[config.mk]
export PLATFORM = sky130hd
export DESIGN_NAME = bcp_dot
export DESIGN_NICKNAME = d
export VERILOG_FILES = /design/src/rtl/bcp_pkg.sv /design/src/rtl/bcp_dot.sv
export SDC_FILE = /design/constraint.sdc
export NUM_CORES = 1
export LEC_CHECK = 0
export BUFFER_PORTS_ARGS = -buffer_cell sky130_fd_sc_hd__buf_2
export CORE_ASPECT_RATIO = 1.1
export CORE_UTILIZATION = 65
export CTS_CLUSTER_DIAMETER = 150
export DETAILED_ROUTE_END_ITERATION = 8
export PLACE_DENSITY = 0.88
export SYNTH_ARGS = -nofsm -noshare
export SYNTH_HDL_FRONTEND = slang
export SYNTH_SLANG_ARGS = --single-unit
export TNS_END_PERCENT = 50
[constraint.sdc]
create_clock -name clk -period 11.59 [get_ports clk]
set_clock_uncertainty 0.05 [all_clocks]
set_input_delay 1.7385 -clock clk [delete_from_list [all_inputs] [get_ports clk]]
set_output_delay 1.7385 -clock clk [all_outputs]
set_load 0.02 [all_outputs]
[src/rtl/bcp_pkg.sv]
`timescale 1ns / 1ps
`default_nettype none

package bcp_pkg;

	// fixed point format of coordinates, coefficients and pixel results
	localparam int FRAC_BITS = 16;
	localparam int COORD_W   = 32;
	localparam int COEF_W    = 32;

	// configuration port
	localparam int CFG_W    = 64;
	localparam int NUM_REGS = 6;
	localparam int IDX_W    = $clog2(NUM_REGS);

	localparam logic [IDX_W-1:0] REG_COEF_0_1   = IDX_W'(0);
	localparam logic [IDX_W-1:0] REG_COEF_2_3   = IDX_W'(1);
	localparam logic [IDX_W-1:0] REG_COEF_4_5   = IDX_W'(2);
	localparam logic [IDX_W-1:0] REG_COEF_6_7   = IDX_W'(3);
	localparam logic [IDX_W-1:0] REG_COEF_8_9   = IDX_W'(4);
	localparam logic [IDX_W-1:0] REG_COEF_10_11 = IDX_W'(5);

	// digit-serial multiplier
	localparam int DIGIT_W    = 8;
	localparam int NUM_DIGITS = COORD_W / DIGIT_W;
	localparam int DIG_CNT_W  = $clog2(NUM_DIGITS);
	localparam int PP_W       = COEF_W + DIGIT_W + 1;
	localparam int T_W        = PP_W + 1;
	localparam int HI_W       = T_W - DIGIT_W;
	localparam int NUM_TERMS  = 3;
	localparam int K_W        = $clog2(NUM_TERMS);

	// floored product and row sum
	localparam int PROD_W = COEF_W + COORD_W - FRAC_BITS;
	localparam int ACC_W  = PROD_W + 2;

	// bit-serial divider: quotient bits kept before saturation
	localparam int QUO_W     = COORD_W + 1;
	localparam int DIV_CNT_W = $clog2(QUO_W);

	// |w| at or below this counts as below 1e-6
	localparam longint TINY_MAX = ((64'sd1 << FRAC_BITS) - 1) / 1000000;

	localparam logic signed [COORD_W-1:0] Q_MAX   = {1'b0, {(COORD_W-1){1'b1}}};
	localparam logic signed [COORD_W-1:0] Q_MIN   = {1'b1, {(COORD_W-1){1'b0}}};
	localparam logic signed [COORD_W-1:0] NEG_ONE = COORD_W'(-(64'sd1 << FRAC_BITS));

endpackage

`default_nettype wire

[src/rtl/bcp_dot.sv]
`timescale 1ns / 1ps
`default_nettype none

module bcp_dot import bcp_pkg::*; (
	input  logic                      clk,
	input  logic                      arst_n,
	input  logic                      start,
	input  logic signed [COEF_W-1:0]  coef0,
	input  logic signed [COEF_W-1:0]  coef1,
	input  logic signed [COEF_W-1:0]  coef2,
	input  logic signed [COEF_W-1:0]  offset,
	input  logic signed [COORD_W-1:0] x,
	input  logic signed [COORD_W-1:0] y,
	input  logic signed [COORD_W-1:0] z,
	output logic                      done,
	output logic signed [ACC_W-1:0]   dot
);

	logic                      busy_q;
	logic                      prod_vld_q;
	logic                      prod_last_q;
	logic                      done_q;
	logic [K_W-1:0]            k_q;
	logic [DIG_CNT_W-1:0]      dig_q;
	logic signed [COEF_W-1:0]  mcand_q;
	logic [COORD_W-1:0]        mplier_q;
	logic signed [HI_W-1:0]    hi_q;
	logic [COORD_W-1:0]        lo_q;
	logic signed [PROD_W-1:0]  prod_q;
	logic signed [ACC_W-1:0]   acc_q;

	logic                      top_digit;
	logic                      dig_end;
	logic signed [DIGIT_W:0]   dsig;
	logic signed [PP_W-1:0]    pp;
	logic signed [T_W-1:0]     t;
	logic signed [HI_W-1:0]    hi_nxt;
	logic [COORD_W-1:0]        lo_nxt;

	// one digit of the multiplier per cycle, lower digits unsigned, top digit signed
	assign top_digit = (dig_q == DIG_CNT_W'(NUM_DIGITS - 1));
	assign dig_end   = top_digit;
	assign dsig      = {top_digit & mplier_q[DIGIT_W-1], mplier_q[DIGIT_W-1:0]};
	assign pp        = PP_W'(mcand_q) * PP_W'(dsig);
	assign t         = T_W'(hi_q) + T_W'(pp);
	assign hi_nxt    = HI_W'(t >>> DIGIT_W);
	assign lo_nxt    = {t[DIGIT_W-1:0], lo_q[COORD_W-1:DIGIT_W]};

	always_ff @(posedge clk or negedge arst_n) begin
		if (!arst_n) begin
			busy_q      <= 1'b0;
			prod_vld_q  <= 1'b0;
			prod_last_q <= 1'b0;
			done_q      <= 1'b0;
			k_q         <= '0;
			dig_q       <= '0;
		end else begin
			done_q <= 1'b0;
			if (start) begin
				busy_q     <= 1'b1;
				prod_vld_q <= 1'b0;
				k_q        <= '0;
				dig_q      <= '0;
			end else begin
				if (prod_vld_q) begin
					prod_vld_q <= 1'b0;
					done_q     <= prod_last_q;
				end
				if (busy_q) begin
					dig_q <= dig_q + 1'b1;
					if (dig_end) begin
						prod_vld_q  <= 1'b1;
						prod_last_q <= (k_q == K_W'(NUM_TERMS - 1));
						if (k_q == K_W'(NUM_TERMS - 1)) begin
							busy_q <= 1'b0;
						end else begin
							k_q <= k_q + 1'b1;
						end
					end
				end
			end
		end
	end

	always_ff @(posedge clk) begin
		if (start) begin
			acc_q    <= ACC_W'(offset);
			mcand_q  <= coef0;
			mplier_q <= x;
			hi_q     <= '0;
		end else begin
			// floored product of the previous term folds in while the next one runs
			if (prod_vld_q) begin
				acc_q <= acc_q + ACC_W'(prod_q);
			end
			if (busy_q) begin
				lo_q <= lo_nxt;
				if (dig_end) begin
					prod_q <= {hi_nxt[COEF_W-1:0], lo_nxt[COORD_W-1:FRAC_BITS]};
					hi_q   <= '0;
					if (k_q == '0) begin
						mcand_q  <= coef1;
						mplier_q <= y;
					end else begin
						mcand_q  <= coef2;
						mplier_q <= z;
					end
				end else begin
					hi_q     <= hi_nxt;
					mplier_q <= mplier_q >> DIGIT_W;
				end
			end
		end
	end

	assign done = done_q;
	assign dot  = acc_q;

endmodule

`default_nettype wire

# [After elaboration in Yosys (flattened, before gate mapping)]
# Cells that the tools add are included.
[totals] regBits=236 output_inout_bits=51 inputBits=227 elab_cells=56
[classes] multipliers=1 bitwise=2 n_reduce_logical=8 mux=26 eq_ne=3 addsub=4
[op_table] cell="two-way mux 32 bit" count=8
[op_table] cell="two-way mux 50 bit" count=2
[op_table] cell="adder 50 x 48 -> 50 bit" count=1
[op_table] cell="adder 34 x 41 -> 42 bit" count=1
[op_table] cell="multiplier 32 x 9 -> 41 bit" count=1
[op_table] cell="two-way mux 34 bit" count=1
[op_table] cell="two-way mux 2 bit" count=6
[op_table] cell="two-way mux 1 bit" count=9
[op_table] cell="AND reduction 3 bit" count=2
[op_table] cell="nonzero test 2 bit" count=3
[op_table] cell="adder 2 x 1 -> 2 bit (second input constant)" count=2
[op_table] cell="== test 2 bit (second input constant)" count=2
[op_table] cell="AND reduction 2 bit" count=2
[op_table] cell="zero test 2 bit" count=1
[op_table] cell="!= test 2 bit (second input constant)" count=1
[op_table] cell="bitwise AND 1 bit" count=1
[op_table] cell="inverter 1 bit" count=1

# [Depth between registers and ports, before layout]
[depth] word_depth=5 mapped_depth=25 depth_no_buf=22

# [Worst setup path before layout]
# OpenSTA, ideal clock, no wires.
[synth_timing] path_type="register -> register" startpoint="register dig_q[0]" endpoint="register prod_q[44] (data pin)" required_time_ns=11.273 n_path_buf=2 period_less_slack_ns=5.862 setup_time_ns=0.267 path_stages_with_launch=23 t_arrival_ns=5.544 setup_slack_ns=5.728 cell_sequence="dfrtp_1 > ha_1 > clkbuf_1 > nand2_1 > buf_1 > nor2_1 > fa_1 > fa_1 > fa_1 > inv_1 > fa_1 > fa_1 > inv_1 > ha_1 > a21o_1 > a211oi_1 > o21bai_1 > a221o_1 > a21o_1 > a21oi_1 > o21ba_2 > nor2_1 > xor2_1"
[synth_via] elab_chain_cells=4
[synth_rtl] item="from (decl)" line="bcp_dot.sv:24" rtl="logic [DIG_CNT_W-1:0] dig_q;"
[synth_rtl] item="from (signal assigned)" line="bcp_dot.sv:70" rtl="dig_q <= dig_q + 1'b1;"
[synth_rtl] item="== test 2 bit" line="bcp_dot.sv:41" rtl="assign top_digit = (dig_q == DIG_CNT_W'(NUM_DIGITS - 1));"
[synth_rtl] item="bitwise AND 1 bit" line="bcp_dot.sv:43" rtl="assign dsig = {top_digit & mplier_q[DIGIT_W-1], mplier_q[DIGIT_W-1:0]};"
[synth_rtl] item="multiplier 32 x 9 -> 41 bit" line="bcp_dot.sv:44" rtl="assign pp = PP_W'(mcand_q) * PP_W'(dsig);"
[synth_rtl] item="adder 34 x 41 -> 42 bit" line="bcp_dot.sv:45" rtl="assign t = T_W'(hi_q) + T_W'(pp);"
[synth_rtl] item="net t[36]" line="bcp_dot.sv:36" rtl="logic signed [T_W-1:0] t;"
[synth_rtl] item="to (signal assigned)" line="bcp_dot.sv:99" rtl="prod_q <= {hi_nxt[COEF_W-1:0], lo_nxt[COORD_W-1:FRAC_BITS]};"
[synth_rtl] item="to (decl)" line="bcp_dot.sv:29" rtl="logic signed [PROD_W-1:0] prod_q;"
# The timed path passes the listed nets, and every way through them passes these cells.
# A chain may end at the register's enable or synchronous reset.

# [Worst setup path after layout]
[layout_timing] startpoint="register dig_q[0]" endpoint="register hi_q[27]"
[layout_via] elab_chain_cells=5
[layout_rtl] item="== test 2 bit" line="bcp_dot.sv:41"
[layout_rtl] item="bitwise AND 1 bit" line="bcp_dot.sv:43"
[layout_rtl] item="multiplier 32 x 9 -> 41 bit" line="bcp_dot.sv:44"
[layout_rtl] item="adder 34 x 41 -> 42 bit" line="bcp_dot.sv:45"
[layout_rtl] item="net t[35]" line="bcp_dot.sv:36"
[layout_rtl] item="two-way mux 34 bit" line="bcp_dot.sv:98" rtl="if (dig_end) begin"
[layout_rtl] item="to (signal assigned)" line="bcp_dot.sv:109" rtl="hi_q <= hi_nxt;"
[layout_rtl] item="to (decl)" line="bcp_dot.sv:27" rtl="logic signed [HI_W-1:0] hi_q;"
# The timed path passes the listed nets, and every way through them passes these cells.

==> flow_summary.ini <==
[synthesis]
synth_edf_count = 170
yosys_most_used_dff = edfxtp_1
ys_ff_latch = 212
yosys-top-cells-area = fa_1 24%, edfxtp_1 23%, ha_1 8.2%, inv_1 6.2%, nand2_1 5.8%
synth_top_area_cell = fa_1
yosysWarnings = 0
syn-cell-area_mm2 = 0.0223
synthArstFlopShare = 0.0377
synth_seq_area_share = 0.268
synth.distinct_cells = 73
postSynthCellCount = 2363
avgSynthCellArea_um2 = 9.45
yosysTopAreaCellShare = 0.244
synth_nets = 3008

[critical_path]
slowest_delay_ps = 740
slowest_stage = ha_2
r2r-start = dig_q[0]$_DFFE_PN0P_
start_kind = flop
cpMostUsedCell = fa_1
timing.rr.end = hi_q[27]$_SDFFE_PP0P_
path_class = flop to flop
cp.depth = 22
r2r_cells = 22
path_delay_family = adder cells
cp-end-kind = flop
critPathMaxFanout = 53
path_cells = ha_2 > nand2_1 > buf_4 > or2_2 > fa_1 > fa_1 > inv_1 > fa_1 > fa_1 > inv_1 > fa_1 > inv_1 > ha_1 > a21oi_1 > o21ai_0 > o211ai_1 > a21oi_1 > o31ai_1 > o21ai_1 > a21oi_1 > xnor2_1 > a22o_1
critPathArrivalTime_ps = 7390
crit_buf_inv = 4
critPathRequiredTime_ps = 11960
reg2reg_slack_ps = 4570

[worst_hold_path]
min_from = lo_q[28]$_DFFE_PP_
holdPathStages = 0
whs_endpoint = prod_q[4]$_DFFE_PP_
worstHoldPathType = flop to flop

[cells_and_area]
fin_nets = 3206
area_delta_synth_final_pct = 11.2
final_cell_mix = 366 x inv_1, 342 x nand2_1, 276 x buf_2, 272 x fa_1, 171 x o21ai_0
stdcell_area_mm2 = 0.0248
drive_above_1_share = 0.140
fin_util = 0.740
final_cell_count_no_fill = 3012
final_common_cell = inv_1

[timing]
clock.fmax_mhz = 142
hold_violations = 0
setup_tns_ps = 0
setup_viol = 0
maxSlewHeadroom = 0.165
worst_pin_slew_ps = 1250
rsz0062_at_grt = no
period_minus_slack_ps = 7020
finalCritPeriodShare = 0.606
drv_slew = 0

[route]
drcViolationCount = 0
drt_iter0_markers = 1363
finalWirelength_um = 55400
viasPerCell = 5.93
firstDrtPassIters = 5
wl_per_cell_um = 18.4
ant_nets = 0
dr_total_vias = 17900

[floorplanning]
std_cell_rows = 70
start_util = 0.665
die_h_um = 196
fp.dieArea_mm2 = 0.0351
die_x_um = 179
core-area_mm2 = 0.0335
pin_count = 278

[clock_tree]
cts_hold_buf = 0
clk_latency_ps = 550
cts.clk_slew.worst_paths_ps = 60
max-clock-path-buffers = 3
cts_tree = built
ctsResizeCount = 0
clock_sinks = 212
cts_setup_buffers = 0
htreeDepth = 1
root_buffer = clkbuf_16
numCtsBuffers = 24

[flow_run]
maxCapViolations = 0

[global_route]
grt_max_degree = 117
track_usage = 0.320
grt_pass1_vias = 18600
grt_pass1_wl_um = 88600
overflow = 0
grt_antenna_before_repair = 4

[placement]
placed_area_mm2 = 0.0239
gp_congestion = 0.967
place_hpwl_um = 42700
port_buffers = 277
dp.cells = 2967

[outcome]
status = completed
## Yosys cell counts (3+ instances only)
library cell and instances:
or2_2 7, and3_1 9, a22o_1 33, o211ai_1 6, nor2_1 80, a21oi_1 106
buf_2 7, nand4_1 16, mux2i_1 67, nor3_1 9, xor2_1 36, a211oi_1 7
fa_1 272, xnor2_1 53, edfxtp_1 170, o21bai_1 15, o21a_1 11, o21ai_0 171
a21o_1 44, nand2_1 342, nor4_1 3, dfrtp_1 8, clkbuf_1 103, dfxtp_1 34
nor2b_1 13, o31ai_1 6, buf_1 6, o31a_1 4, ha_1 146, nand3_1 21
a31oi_1 14, o21ai_1 12, and2_1 112, or3_1 3, inv_1 366, nand2b_1 6
## metal layers
layer	GRT usage	share of wire
met1	0.391	0.37
met2	0.563	0.51
met3	0.0353	0.074
met4	0.153	0.048
met5	0	0
## layout make-up
class	instances	area (µm²)
Multi-Input combinational cell	1667	14500
Fill cell	2374	8730
Sequential cell	212	5990
Timing Repair Buffer	289	1480
Inverter	367	1380
Clock buffer	30	674
Tap cell	432	541
Clock inverter	14	206
Antenna cell	1	2.50
## worst max-delay path by stage
stage | start | endpoint | slack (ps)
final | dig_q[0]$_DFFE_PN0P_ | hi_q[27]$_SDFFE_PP0P_ | 4570
after global routing | dig_q[0]$_DFFE_PN0P_ | hi_q[31]$_SDFFE_PP0P_ | 4250
after CTS | dig_q[0]$_DFFE_PN0P_ | hi_q[27]$_SDFFE_PP0P_ | 4680
after detailed placement | dig_q[0]$_DFFE_PN0P_ | hi_q[31]$_SDFFE_PP0P_ | 4770
after global placement | dig_q[0]$_DFFE_PN0P_ | hi_q[31]$_SDFFE_PP0P_ | 4960
after floorplan | dig_q[0]$_DFFE_PN0P_ | prod_q[44]$_DFFE_PP_ | 5730
## stage by stage
| stage | hold slack [ps] | setup WS, ps |
|---|---|---|
| finish | 369 | 4570 |
| CTS | 370 | 4680 |
| floorplan | 350 | 5730 |
| global route | 376 | 4250 |
| global placement | 350 | 4960 |
| detailed placement | 355 | 4770 |
## kinds of logic after synthesis
group                      Yosys count  share of synthesized area
AOI/OAI and AO/OA                  461                      0.130
xor gates and xnor gates            89                     0.0349
adders and majority gates          418                      0.326
buffers and inverters              484                     0.0819
DFF                                212                      0.268
muxes                               69                     0.0311
and+or+nand+nor                    630                      0.129
## flip-flops by register name, summed over array words and instances, names as in the netlist
register and flops:
dot 50, prod_q 48, hi_q 34, mcand_q 32, mplier_q 32, lo_q 8
dig_q 2, k_q 2, busy_q 1, done 1, prod_last_q 1, prod_vld_q 1
Power is not shown: default switching activity piles up to over one toggle a cycle in this logic, so the estimate is an artifact.
